<file path="config.mk">
export PLATFORM = sky130hd
export DESIGN_NAME = adc_oversample_offset_scale
export DESIGN_NICKNAME = d
export VERILOG_FILES = /design/src/hdl/aos_pkg.sv /design/src/hdl/aos_front.sv /design/src/hdl/aos_queue.sv /design/src/hdl/aos_back.sv /design/src/hdl/adc_oversample_offset_scale.sv
export SDC_FILE = /design/constraint.sdc
export NUM_CORES = 2
export LEC_CHECK = 0
export ABC_AREA = 1
export ABC_CLOCK_PERIOD_IN_PS = 8000
export BUFFER_PORTS_ARGS = -buffer_cell sky130_fd_sc_hd__buf_2
export CAP_MARGIN = 0
export CORE_MARGIN = 2
export CORE_UTILIZATION = 51
export DETAILED_ROUTE_END_ITERATION = 6
export GPL_ROUTABILITY_DRIVEN = 0
export PLACE_DENSITY = 0.67
export SLEW_MARGIN = 10
export SYNTH_ARGS = -nofsm -noshare
export SYNTH_HDL_FRONTEND = slang
export SYNTH_SLANG_ARGS = --single-unit
</file>
<file path="constraint.sdc">
create_clock -name clk_i -period 8 [get_ports clk_i]
set_clock_uncertainty 0.2 [all_clocks]
set_input_delay 1.2 -clock clk_i [delete_from_list [all_inputs] [get_ports clk_i]]
set_output_delay 1.2 -clock clk_i [all_outputs]
set_load 0.01 [all_outputs]
</file>
<file path="src/hdl/aos_pkg.sv">
// Shared types and constants for the oversampling offset/scale block.
// No dependencies; aos_front, aos_back and the top level refer to this package by scoped name.

package aos_pkg;

  // Register map, index = paddr[3:2]
  localparam logic [1:0] REG_OS_BITS = 2'd0;
  localparam logic [1:0] REG_OFFSET  = 2'd1;
  localparam logic [1:0] REG_NUM     = 2'd2;
  localparam logic [1:0] REG_DEN     = 2'd3;

  localparam int unsigned ADDR_W   = 4;
  localparam int unsigned DATA_W   = 32;
  localparam int unsigned OS_W     = 2;
  localparam int unsigned OFFSET_W = 14;
  localparam int unsigned SCALE_W  = 32;
  localparam int unsigned CNT_W    = 4;
  localparam int unsigned OUT_W    = 16;
  localparam int unsigned GRP_W    = 5;

  localparam logic [OS_W-1:0]    OS_BITS_RST = '0;
  localparam logic [OFFSET_W-1:0] OFFSET_RST = '0;
  localparam logic [SCALE_W-1:0] NUM_RST     = SCALE_W'(1);
  localparam logic [SCALE_W-1:0] DEN_RST     = SCALE_W'(1);

  localparam int unsigned DIV_STEPS = OUT_W;
  localparam int unsigned STEP_W    = $clog2(DIV_STEPS);

  typedef struct packed {
    logic [OS_W-1:0]     os_bits;
    logic [OFFSET_W-1:0] offset;
  } front_cfg_t;

  typedef struct packed {
    logic [SCALE_W-1:0] num;
    logic [SCALE_W-1:0] den;
  } scale_cfg_t;

  typedef enum logic [4:0] {
    ST_IDLE = 5'b00001,
    ST_MUL  = 5'b00010,
    ST_CMP  = 5'b00100,
    ST_DIV  = 5'b01000,
    ST_HOLD = 5'b10000
  } back_state_e;

  // Samples per group for an oversample setting; setting three means one sample.
  function automatic logic [GRP_W-1:0] group_size(input logic [OS_W-1:0] bits);
    logic [GRP_W-1:0] size;
    unique case (bits)
      2'd1:    size = GRP_W'(4);
      2'd2:    size = GRP_W'(16);
      default: size = GRP_W'(1);
    endcase
    return size;
  endfunction

endpackage

</file>
<file path="src/hdl/aos_front.sv">
// Front end: accumulates samples into groups, decimates and removes the idle offset.
// Depends on aos_pkg; feeds aos_queue.

module aos_front #(
  parameter int unsigned SAMPLE_BITS = 12,
  parameter int unsigned DEC_W       = SAMPLE_BITS + 4
) (
  input  logic                   clk_i,
  input  logic                   rst_ni,
  input  aos_pkg::front_cfg_t    cfg_i,
  input  logic                   push_i,
  input  logic [SAMPLE_BITS-1:0] raw_sample_i,
  input  logic                   q_full_i,
  output logic                   q_push_o,
  output logic [DEC_W-1:0]       q_data_o
);

  localparam int unsigned DIFF_W =
    (DEC_W > aos_pkg::OFFSET_W) ? DEC_W : aos_pkg::OFFSET_W;

  logic [DEC_W-1:0]          sum_q, sum_d, sum_n;
  logic [aos_pkg::CNT_W-1:0] cnt_q, cnt_d, cnt_n;
  logic                      accept, done;
  logic [DEC_W-1:0]          dec;
  logic [DIFF_W-1:0]         dec_x, off_x;

  assign accept = push_i && !q_full_i;
  assign sum_n  = sum_q + DEC_W'(raw_sample_i);
  assign cnt_n  = cnt_q + aos_pkg::CNT_W'(1);
  // count wraps at sixteen, which closes the largest group
  assign done   = (cnt_n == '0) ||
                  ({1'b0, cnt_n} >= aos_pkg::group_size(cfg_i.os_bits));

  assign dec   = sum_n >> cfg_i.os_bits;
  assign dec_x = DIFF_W'(dec);
  assign off_x = DIFF_W'(cfg_i.offset);

  // floor at zero when the offset reaches the value
  assign q_data_o = (dec_x > off_x) ? DEC_W'(dec_x - off_x) : '0;
  assign q_push_o = accept && done;

  always_comb begin
    sum_d = sum_q;
    cnt_d = cnt_q;
    if (accept) begin
      sum_d = done ? '0 : sum_n;
      cnt_d = done ? '0 : cnt_n;
    end
  end

  always_ff @(posedge clk_i or negedge rst_ni) begin
    if (!rst_ni) begin
      sum_q <= '0;
      cnt_q <= '0;
    end else begin
      sum_q <= sum_d;
      cnt_q <= cnt_d;
    end
  end

endmodule

</file>
<file path="src/hdl/aos_queue.sv">
// Two-entry queue of decimated words between the front end and the scaler.
// Depends on aos_pkg only through the modules around it.

module aos_queue #(
  parameter int unsigned WIDTH = 16
) (
  input  logic             clk_i,
  input  logic             rst_ni,
  input  logic             push_i,
  input  logic [WIDTH-1:0] data_i,
  output logic             full_o,
  output logic             valid_o,
  input  logic             pop_i,
  output logic [WIDTH-1:0] data_o
);

  logic [WIDTH-1:0] mem_q [2];
  logic             wr_q, wr_d, rd_q, rd_d;
  logic [1:0]       cnt_q, cnt_d;
  logic             do_push, do_pop;

  assign full_o  = (cnt_q == 2'd2);
  assign valid_o = (cnt_q != 2'd0);
  assign data_o  = mem_q[rd_q];
  assign do_push = push_i && !full_o;
  assign do_pop  = pop_i && valid_o;

  always_comb begin
    wr_d  = do_push ? !wr_q : wr_q;
    rd_d  = do_pop ? !rd_q : rd_q;
    cnt_d = cnt_q + 2'(do_push) - 2'(do_pop);
  end

  always_ff @(posedge clk_i or negedge rst_ni) begin
    if (!rst_ni) begin
      wr_q  <= 1'b0;
      rd_q  <= 1'b0;
      cnt_q <= '0;
    end else begin
      wr_q  <= wr_d;
      rd_q  <= rd_d;
      cnt_q <= cnt_d;
    end
  end

  always_ff @(posedge clk_i) begin
    if (do_push) begin
      mem_q[wr_q] <= data_i;
    end
  end

endmodule

</file>
<file path="src/hdl/aos_back.sv">
// Back end: multiplies by the numerator, divides by the denominator one bit a cycle,
// clamps to 16 bits and holds the result word. Depends on aos_pkg.

module aos_back #(
  parameter int unsigned DEC_W = 16
) (
  input  logic                        clk_i,
  input  logic                        rst_ni,
  input  aos_pkg::scale_cfg_t         cfg_i,
  input  logic                        q_valid_i,
  input  logic [DEC_W-1:0]            q_data_i,
  output logic                        q_pop_o,
  output logic                        empty_o,
  input  logic                        pop_i,
  output logic [aos_pkg::OUT_W-1:0]   scaled_value_o,
  output logic                        saturated_o
);

  localparam int unsigned PROD_W = DEC_W + aos_pkg::SCALE_W;
  localparam int unsigned HI_W   = PROD_W - aos_pkg::OUT_W;
  localparam int unsigned CMP_W  = (HI_W > aos_pkg::SCALE_W) ? HI_W : aos_pkg::SCALE_W;
  localparam int unsigned REM_W  = aos_pkg::SCALE_W;

  aos_pkg::back_state_e state_q, state_d;

  logic [DEC_W-1:0]           dec_q, dec_d;
  logic [PROD_W-1:0]          prod_q, prod_d;
  logic [REM_W-1:0]           rem_q, rem_d;
  logic [aos_pkg::OUT_W-1:0]  quo_q, quo_d;
  logic                       sat_q, sat_d;
  logic [aos_pkg::STEP_W-1:0] step_q, step_d;
  logic                       out_valid_q, out_valid_d;
  logic [aos_pkg::OUT_W-1:0]  out_val_q, out_val_d;
  logic                       out_sat_q, out_sat_d;

  logic             out_free;
  logic             too_big;
  logic [REM_W:0]   trial;
  logic             fits;

  assign out_free = !out_valid_q || pop_i;
  // quotient exceeds 16 bits exactly when the product's upper part reaches the divisor;
  // a zero divisor always lands here
  assign too_big  = CMP_W'(prod_q >> aos_pkg::OUT_W) >= CMP_W'(cfg_i.den);
  assign trial    = {rem_q, quo_q[aos_pkg::OUT_W-1]};
  assign fits     = trial >= {1'b0, cfg_i.den};

  always_comb begin
    state_d     = state_q;
    dec_d       = dec_q;
    prod_d      = prod_q;
    rem_d       = rem_q;
    quo_d       = quo_q;
    sat_d       = sat_q;
    step_d      = step_q;
    out_valid_d = out_valid_q && !pop_i;
    out_val_d   = out_val_q;
    out_sat_d   = out_sat_q;
    q_pop_o     = 1'b0;
    unique case (state_q)
      aos_pkg::ST_IDLE: begin
        if (q_valid_i) begin
          dec_d   = q_data_i;
          q_pop_o = 1'b1;
          state_d = aos_pkg::ST_MUL;
        end
      end
      aos_pkg::ST_MUL: begin
        prod_d  = PROD_W'(dec_q) * PROD_W'(cfg_i.num);
        state_d = aos_pkg::ST_CMP;
      end
      aos_pkg::ST_CMP: begin
        if (too_big) begin
          quo_d   = '1;
          sat_d   = 1'b1;
          state_d = aos_pkg::ST_HOLD;
        end else begin
          // remainder starts below the divisor; low product bits shift in one a step
          rem_d   = REM_W'(prod_q >> aos_pkg::OUT_W);
          quo_d   = prod_q[aos_pkg::OUT_W-1:0];
          sat_d   = 1'b0;
          step_d  = '0;
          state_d = aos_pkg::ST_DIV;
        end
      end
      aos_pkg::ST_DIV: begin
        rem_d  = fits ? REM_W'(trial - {1'b0, cfg_i.den}) : REM_W'(trial);
        quo_d  = {quo_q[aos_pkg::OUT_W-2:0], fits};
        step_d = step_q + aos_pkg::STEP_W'(1);
        if (step_q == aos_pkg::STEP_W'(aos_pkg::DIV_STEPS - 1)) begin
          state_d = aos_pkg::ST_HOLD;
        end
      end
      aos_pkg::ST_HOLD: begin
        // wait here while the previous word is still unread
        if (out_free) begin
          out_valid_d = 1'b1;
          out_val_d   = quo_q;
          out_sat_d   = sat_q;
          state_d     = aos_pkg::ST_IDLE;
        end
      end
      default: state_d = aos_pkg::ST_IDLE;
    endcase
  end

  always_ff @(posedge clk_i or negedge rst_ni) begin
    if (!rst_ni) begin
      state_q     <= aos_pkg::ST_IDLE;
      out_valid_q <= 1'b0;
      step_q      <= '0;
    end else begin
      state_q     <= state_d;
      out_valid_q <= out_valid_d;
      step_q      <= step_d;
    end
  end

  always_ff @(posedge clk_i) begin
    dec_q     <= dec_d;
    prod_q    <= prod_d;
    rem_q     <= rem_d;
    quo_q     <= quo_d;
    sat_q     <= sat_d;
    out_val_q <= out_val_d;
    out_sat_q <= out_sat_d;
  end

  assign empty_o        = !out_valid_q;
  assign scaled_value_o = out_val_q;
  assign saturated_o    = out_sat_q;

endmodule

</file>
<file path="src/hdl/adc_oversample_offset_scale.sv">
// Converter oversampling front end: group sum, decimation, offset removal and ratio scaling.
// Top level; depends on aos_pkg, aos_front, aos_queue and aos_back.
//
// Samples enter through push/full, one per cycle while full is low. Every 1, 4 or 16
// samples (oversample_bits) close a group; the decimated, offset-corrected word moves
// through a two-entry queue to the scaler. The scaler multiplies by scale_numerator,
// checks for overflow, then runs a 16-step shift-subtract divide by scale_denominator,
// one quotient bit per cycle. A result word passes the queue, then the scaler states idle,
// multiply, compare, divide (skipped when it saturates) and hold, into the output register
// (empty low); the scaler takes a new word only when done with the last, while samples
// that do not close a group are taken every cycle as long as the queue has room.
// Results wait in an output register read through empty/pop. While the receiver does
// not pop, the scaler holds its finished word, the queue fills and full rises.
// Reset clears the group sum and count, the queue and the output register, and loads
// oversample_bits 0, idle_offset 0, scale_numerator 1 and scale_denominator 1.
// Registers sit on an APB port at byte addresses 0, 4, 8 and 12; write them only while
// no group result is pending.

module adc_oversample_offset_scale #(
  parameter int unsigned SAMPLE_BITS = 12
) (
  input  logic                         clk_i,
  input  logic                         rst_ni,
  input  logic                         psel,
  input  logic                         penable,
  input  logic                         pwrite,
  input  logic [aos_pkg::ADDR_W-1:0]   paddr,
  input  logic [aos_pkg::DATA_W-1:0]   pwdata,
  output logic [aos_pkg::DATA_W-1:0]   prdata,
  output logic                         pready,
  input  logic                         push,
  output logic                         full,
  input  logic [SAMPLE_BITS-1:0]       raw_sample_i,
  output logic                         empty,
  input  logic                         pop,
  output logic [aos_pkg::OUT_W-1:0]    scaled_value_o,
  output logic                         saturated_o
);

  localparam int unsigned DEC_W = SAMPLE_BITS + 4;

  logic [aos_pkg::OS_W-1:0]     os_bits_q, os_bits_d;
  logic [aos_pkg::OFFSET_W-1:0] offset_q, offset_d;
  logic [aos_pkg::SCALE_W-1:0]  num_q, num_d, den_q, den_d;
  logic                         wr_en;
  logic [1:0]                   reg_idx;

  aos_pkg::front_cfg_t front_cfg;
  aos_pkg::scale_cfg_t scale_cfg;

  logic             fq_push, q_full, q_valid, q_pop;
  logic [DEC_W-1:0] fq_data, q_data;

  assign pready  = 1'b1;
  assign wr_en   = psel && penable && pwrite;
  assign reg_idx = paddr[3:2];

  always_comb begin
    os_bits_d = os_bits_q;
    offset_d  = offset_q;
    num_d     = num_q;
    den_d     = den_q;
    if (wr_en) begin
      unique case (reg_idx)
        aos_pkg::REG_OS_BITS: os_bits_d = pwdata[aos_pkg::OS_W-1:0];
        aos_pkg::REG_OFFSET:  offset_d  = pwdata[aos_pkg::OFFSET_W-1:0];
        aos_pkg::REG_NUM:     num_d     = pwdata[aos_pkg::SCALE_W-1:0];
        aos_pkg::REG_DEN:     den_d     = pwdata[aos_pkg::SCALE_W-1:0];
        default:              ;
      endcase
    end
  end

  always_comb begin
    unique case (reg_idx)
      aos_pkg::REG_OS_BITS: prdata = aos_pkg::DATA_W'(os_bits_q);
      aos_pkg::REG_OFFSET:  prdata = aos_pkg::DATA_W'(offset_q);
      aos_pkg::REG_NUM:     prdata = aos_pkg::DATA_W'(num_q);
      aos_pkg::REG_DEN:     prdata = aos_pkg::DATA_W'(den_q);
      default:              prdata = '0;
    endcase
  end

  always_ff @(posedge clk_i or negedge rst_ni) begin
    if (!rst_ni) begin
      os_bits_q <= aos_pkg::OS_BITS_RST;
      offset_q  <= aos_pkg::OFFSET_RST;
      num_q     <= aos_pkg::NUM_RST;
      den_q     <= aos_pkg::DEN_RST;
    end else begin
      os_bits_q <= os_bits_d;
      offset_q  <= offset_d;
      num_q     <= num_d;
      den_q     <= den_d;
    end
  end

  assign front_cfg.os_bits = os_bits_q;
  assign front_cfg.offset  = offset_q;
  assign scale_cfg.num     = num_q;
  assign scale_cfg.den     = den_q;
  assign full              = q_full;

  aos_front #(
    .SAMPLE_BITS(SAMPLE_BITS),
    .DEC_W      (DEC_W)
  ) u_front (
    .clk_i       (clk_i),
    .rst_ni      (rst_ni),
    .cfg_i       (front_cfg),
    .push_i      (push),
    .raw_sample_i(raw_sample_i),
    .q_full_i    (q_full),
    .q_push_o    (fq_push),
    .q_data_o    (fq_data)
  );

  aos_queue #(
    .WIDTH(DEC_W)
  ) u_queue (
    .clk_i  (clk_i),
    .rst_ni (rst_ni),
    .push_i (fq_push),
    .data_i (fq_data),
    .full_o (q_full),
    .valid_o(q_valid),
    .pop_i  (q_pop),
    .data_o (q_data)
  );

  aos_back #(
    .DEC_W(DEC_W)
  ) u_back (
    .clk_i         (clk_i),
    .rst_ni        (rst_ni),
    .cfg_i         (scale_cfg),
    .q_valid_i     (q_valid),
    .q_data_i      (q_data),
    .q_pop_o       (q_pop),
    .empty_o       (empty),
    .pop_i         (pop),
    .scaled_value_o(scaled_value_o),
    .saturated_o   (saturated_o)
  );

  // a saturated word always carries the clamp value
  a_sat_clamped: assert property (@(posedge clk_i) disable iff (!rst_ni)
    (!empty && saturated_o) |-> (scaled_value_o == '1))
    else $error("saturated result without clamp value");

  // a full queue always offers a word to the scaler
  a_full_has_data: assert property (@(posedge clk_i) disable iff (!rst_ni)
    full |-> q_valid)
    else $error("queue full but no word visible");

  // the scaler only takes a word that the queue offers
  a_pop_valid: assert property (@(posedge clk_i) disable iff (!rst_ni)
    q_pop |-> q_valid)
    else $error("scaler popped an empty queue");

  // a denominator write lands in the register
  a_den_write: assert property (@(posedge clk_i) disable iff (!rst_ni)
    (wr_en && reg_idx == aos_pkg::REG_DEN) |=> (den_q == $past(pwdata)))
    else $error("denominator write lost");

endmodule
</file>
# After elaboration in Yosys (flattened, before gate mapping)
# Memory sizes are Yosys's and may differ from the RTL's. A register that Yosys moved wholly into a read port is not among the register bits.
# Cells that the tools add are included.
dict set report totals {
  mem_bits_rw 32
  reg_bits 228
  n_memories 1
}
dict set report classes {
  n_reduce_logical 26
  n_lt_le_gt_ge 4
  n_addsub 7
  n_mux 24
  shift 1
  multipliers 1
  n_eq_ne 16
}
# memory depth word_bits rd rd_clocked_by_memory_dff write_ports line_no
set mem_list {}
lappend mem_list {u_queue.mem_q 2 16 1 1 1 aos_queue.sv:17} ;# logic [WIDTH-1:0] mem_q [2];
# op n
set op_table {}
lappend op_table {{case mux 32 bit (4 select lines)} 1}
lappend op_table {{2-to-1 mux 32 bit} 2}
lappend op_table {{case mux 32 bit (2 select lines)} 1}
lappend op_table {{multiplier 16 x 32 -> 48 bit} 1}
lappend op_table {{2-to-1 mux 16 bit} 3}
lappend op_table {{>= comparator 33 x 32 -> 1 bit} 1}
lappend op_table {{>= comparator 32 bit} 1}
lappend op_table {{case mux 16 bit (2 select lines)} 1}
lappend op_table {{subtractor 32 bit} 1}
lappend op_table {{case mux 5 bit (5 select lines)} 1}
lappend op_table {{2-to-1 mux 5 bit} 4}
lappend op_table {{adder 16 x 12 -> 16 bit} 1}
lappend op_table {{> comparator 16 x 14 -> 1 bit} 1}
lappend op_table {{right shift 16 x 2 -> 16 bit} 1}
lappend op_table {{subtractor 16 x 14 -> 16 bit} 1}
lappend op_table {{AND reduction 2 bit} 7}
lappend op_table {{case mux 5 bit (2 select lines)} 1}
lappend op_table {{adder 4 x 1 -> 4 bit, second input constant} 2}
lappend op_table {{equality test 2 bit, second input constant} 4}
lappend op_table {{2-to-1 mux 4 bit} 2}
lappend op_table {{case mux 4 bit (2 select lines)} 1}
lappend op_table {{logical AND 1 bit} 7}
lappend op_table {{2-to-1 mux 1 bit} 7}
lappend op_table {{equality test 5 x 1 -> 1 bit, second input constant} 1}
lappend op_table {{17 further kinds} 26}

# Longest topological paths before layout
dict set report depth {
  depth_word 8
  mapped_depth 29
  mapped_depth_nobuf 27
}

# Cells and area by module
# From an unflattened synthesis, not the netlist that was laid out.
dict set report hier_totals {
  hier_cells 4469
  area_unflattened_um2 34013.9
}
# mod area_each_um2 instances cells_each
set by_module_without_submodules {}
lappend by_module_without_submodules {aos_back 25958.6 1 3413}
lappend by_module_without_submodules {adc_oversample_offset_scale 3687.3 1 479}
lappend by_module_without_submodules {aos_front 2936.6 1 461}
lappend by_module_without_submodules {aos_queue 1431.4 1 116}

# Worst setup path after synthesis
# OpenSTA, ideal clock, no wires.
dict set report synth_path {
  path_kind {register to register}
  from {register num_q[0] (netlist name)}
  to {register u_back.prod_q[24], data pin}
  arrival_ps 5490
  path_stages_with_launch 21
  path_slack_ps 2045
  setup_ps 265
  path_buffers 2
  t_required_ps 7535
  cell_sequence {dfstp_2 -> clkbuf_1 -> clkbuf_1 -> nand2_1 -> fa_1 -> fa_1 -> inv_1 -> fa_1 -> fa_1 -> fa_1 -> inv_1 -> fa_1 -> inv_1 -> ha_1 -> a21oi_1 -> o21ai_0 -> a21oi_1 -> nand2_1 -> a21oi_1 -> o21ai_0 -> xor2_1}
}
dict set report synth_between {
  elab_chain_cells 1
}
# element line_no
set synth_rtl {}
lappend synth_rtl {{start: declaration} adc_oversample_offset_scale.sv:44} ;# logic [aos_pkg::SCALE_W-1:0] num_q, num_d, den_q, den_d;
lappend synth_rtl {{start signal: assignment} adc_oversample_offset_scale.sv:88} ;# num_q <= aos_pkg::NUM_RST;
lappend synth_rtl {{start signal: assignment} adc_oversample_offset_scale.sv:93} ;# num_q <= num_d;
lappend synth_rtl {{multiplier 16 x 32 -> 48 bit} aos_back.sv:69} ;# prod_d = PROD_W'(dec_q) * PROD_W'(cfg_i.num);
lappend synth_rtl {{end signal: assignment} aos_back.sv:121} ;# prod_q <= prod_d;
lappend synth_rtl {{end: declaration} aos_back.sv:27} ;# logic [PROD_W-1:0] prod_q, prod_d;
# No other way between the ends.
# A chain may end at the register's enable or synchronous reset.

# Worst setup path after layout
dict set report layout_path {
  from {register u_back.dec_q[6], read port of u_queue.mem_q}
  to {register u_back.prod_q[45], data pin}
}
dict set report layout_between {
  elab_chain_cells 1
}
# element line_no
set layout_rtl {}
lappend layout_rtl {{start: declaration} aos_back.sv:26} ;# logic [DEC_W-1:0] dec_q, dec_d;
lappend layout_rtl {{multiplier 16 x 32 -> 48 bit} aos_back.sv:69}
# No other way between the ends.

==> metrics <==
setup slack after layout 1070 ps; register area 0.00772 mm2; crit start category register; DRT antenna net count 0; number of DRC markers in iteration 0 2,240; Crit path required time 8150 ps; Die Height 259 um; Multi-input gate area 0.0212 mm2; final worst-path cycle share 86.6%; post-cts repair resize count 0; io pins 107; outcome completed; number of synthesized register bits 276; clk buf depth 3; Initial Utilization 51.6%; WP data arrival 7070 ps; placed insts 4,980; Setup WS pre-CTS 1180 ps; Post-synth EDFFs 162; final std cells w/o fill 5,031; Final min period 6930 ps; nets 4,849; Async SR Flop Fraction 41.3%; width of the die 259 um; cells after synthesis 4,134; setup TNS 0 ps; Final Hold Fails 0; top cells by area, synth fa_1 25%, edfxtp_1 15%, nand2_1 12%; syn_nets 4,829; Buffers on Ports 103; DR pass1 iterations 5; Syn Std Cell Area 0.0332 mm2; syn_area_per_cell 8.04 um2; fmax 144 MHz; total length of routed wires 92.4 mm; DP Wirelength 74.0 mm; clock-pin slew on the worst setup and hold paths 60 ps; Clk Latency, worst-skew pair 570 ps; hold_buf cts 0; Main synth FF type edfxtp_1; largest net degree at the start of global routing 73; CTS sink count 276; global-route wire length before repair 146 mm; area grow syn2layout 6.70%; vias per inst 5.33; CORE AREA 0.0645 mm2; Fill cells 6,053; Worst-Margin Slew 1160 ps; Yosys warnings 0; Crit. End Element register; crit-path max FO 22; Worst Hold Class register to register; initial antenna violation count 1; GR Util All Layers 28.0%; post-synth top area cell fa_1; share of the synthesized area in the top cell type 25.4%; CTS H-Tree Depth 1; Fin Hold WS 222 ps; Distinct cells, synth 60; RSZ-0062 raised after global routing false; register area share after synthesis 23.2%; Worst R2R Setup Slack 1070 ps; Num CTS Buffers 27; setup bufs post-CTS 0; GRT Residual Overflow 0; DRC errors left 0; Rows 93; vias in the first global route 26,900; fraction of layout cells with a size suffix above 1 8.03%; drt wl/cell 18.4 um; clk root buf clkbuf_16; setup violators final 0; Slew Limit Fails 0; routed vias 26,800; Die Area 0.0672 mm2; Setup Crit Path Kind register to register; slew margin rel. 22.6%; CTS tree done; max-cap viol count 0
## per-layer routing
| layer | wire length [um] | track usage (%) | up-vias |
|---|---|---|---|
| met1 | 37500 | 36.9 | 13000 |
| li1 | - | - | 12600 |
| met4 | 4480 | 11.6 | 0 |
| met2 | 42900 | 46.0 | 1010 |
| met5 | 0 | 0 | - |
| met3 | 7520 | 4.69 | 226 |
## worst max-delay path, cell delays in order, from the launching register on
cell      delay [ps]
edfxtp_1         740
buf_4            420
nand2_1          110
fa_1             530
inv_1             50
fa_1             470
fa_1             500
fa_1             520
fa_1             490
inv_1             50
fa_1             470
inv_1             40
ha_1             410
inv_1             60
o21ai_0          430
nor2_1           140
o21ai_0          320
a21oi_1          100
nand3_1          210
nand2_1           80
nand2_1           80
xor2_1           310
## placed cells by master (no fill, tap or decap), types with 5 or more instances in the layout
master     count
dfrtp_1      111
mux2_2        19
buf_4         54
nand4_1       23
fa_1         421
nor4_1         6
a31oi_1       13
a21oi_1      130
nand3_2       33
inv_1        967
clkinv_1       6
nor2_1       172
a21boi_0       8
nor3_1        18
nand2_1     1084
nand3b_1      30
edfxtp_1     162
or2_2         23
o21a_1         5
xor2_1        51
o21bai_1      14
clkbuf_16     28
nand2_2       37
a21o_1         9
o221ai_1      12
o22ai_1       35
xnor2_1       29
ha_1         219
nand3_1      113
buf_2        102
o21ai_0      170
## cell usage after synthesis, types with 5 or more instances
library cell / instances
o21bai_1: 14
nor3_1: 18
fa_1: 421
xnor2_1: 29
a21oi_1: 131
o21a_1: 5
clkbuf_1: 149
a31oi_1: 13
nand4_1: 23
nand3b_1: 30
buf_6: 5
mux2_2: 19
ha_1: 219
a21boi_0: 8
or2_2: 23
nand3_1: 113
edfxtp_1: 162
nand2_1: 1084
nor4_1: 7
o22ai_1: 35
dfrtp_1: 111
nand2_2: 37
o221ai_1: 12
a21o_1: 9
inv_1: 968
o21ai_0: 170
nor2_1: 174
nand3_2: 33
xor2_1: 51
## kinds of logic after synthesis
logic type / Yosys count / share of synthesized area (%)
DFF: 276 / 23.2
buffers and inverters: 1137 / 13.2
AOI/OAI and AO/OA: 421 / 7.19
adders and majority gates: 640 / 33.6
and+or+nand+nor: 1558 / 20.0
muxes: 21 / 0.704
other: 1 / 0.0113
xor gates and xnor gates: 80 / 2.11
## flip-flops by register name, summed over array words and instances (netlist names), 4 cells and up
signal / count
u_back.prod_q: 48
den_q: 32
num_q: 32
u_back.rem_q: 32
u_queue.mem_q: 32
u_back.dec_q: 16
u_back.quo_q: 16
u_back.scaled_value_o: 16
u_front.sum_q: 16
offset_q: 14
u_back.state_q: 5
u_back.step_q: 4
u_front.cnt_q: 4
## per-stage QoR
stage / util (%) / instance area [um2]
CTS: 55.0 / 35500
finish: 55.0 / 35500
global route: 55.0 / 35500
floorplan: - / 33200
global placement: 53.6 / 34500
detailed placement: 53.6 / 34500
## final timing paths
kind | endpoint | cells after the start | startpoint
min reg2reg | u_back.saturated_o | 0 | u_back.sat_q
max reg2reg | u_back.prod_q[45] | 21 | u_back.dec_q[6]
min | u_back.saturated_o | 0 | u_back.sat_q
max in group asynchronous | offset_q[4] | 2 | rst_ni
min in group asynchronous | u_front.cnt_q[0] | 1 | rst_ni
max | u_back.prod_q[45] | 21 | u_back.dec_q[6]
## area by class of cell
| class | instances | share of cell area, % |
|---|---|---|
| multi-input combinational | 2721 | 59.7 |
| clock buffer | 35 | 2.17 |
| antenna | 2 | 0.0141 |
| tap | 855 | 3.02 |
| sequential | 276 | 21.8 |
| timing repair buffer | 157 | 2.64 |
| inverter | 971 | 10.3 |
| clock inverter | 14 | 0.427 |
Power is not shown: default switching activity piles up to over one toggle a cycle in this logic, so the estimate is an artifact.
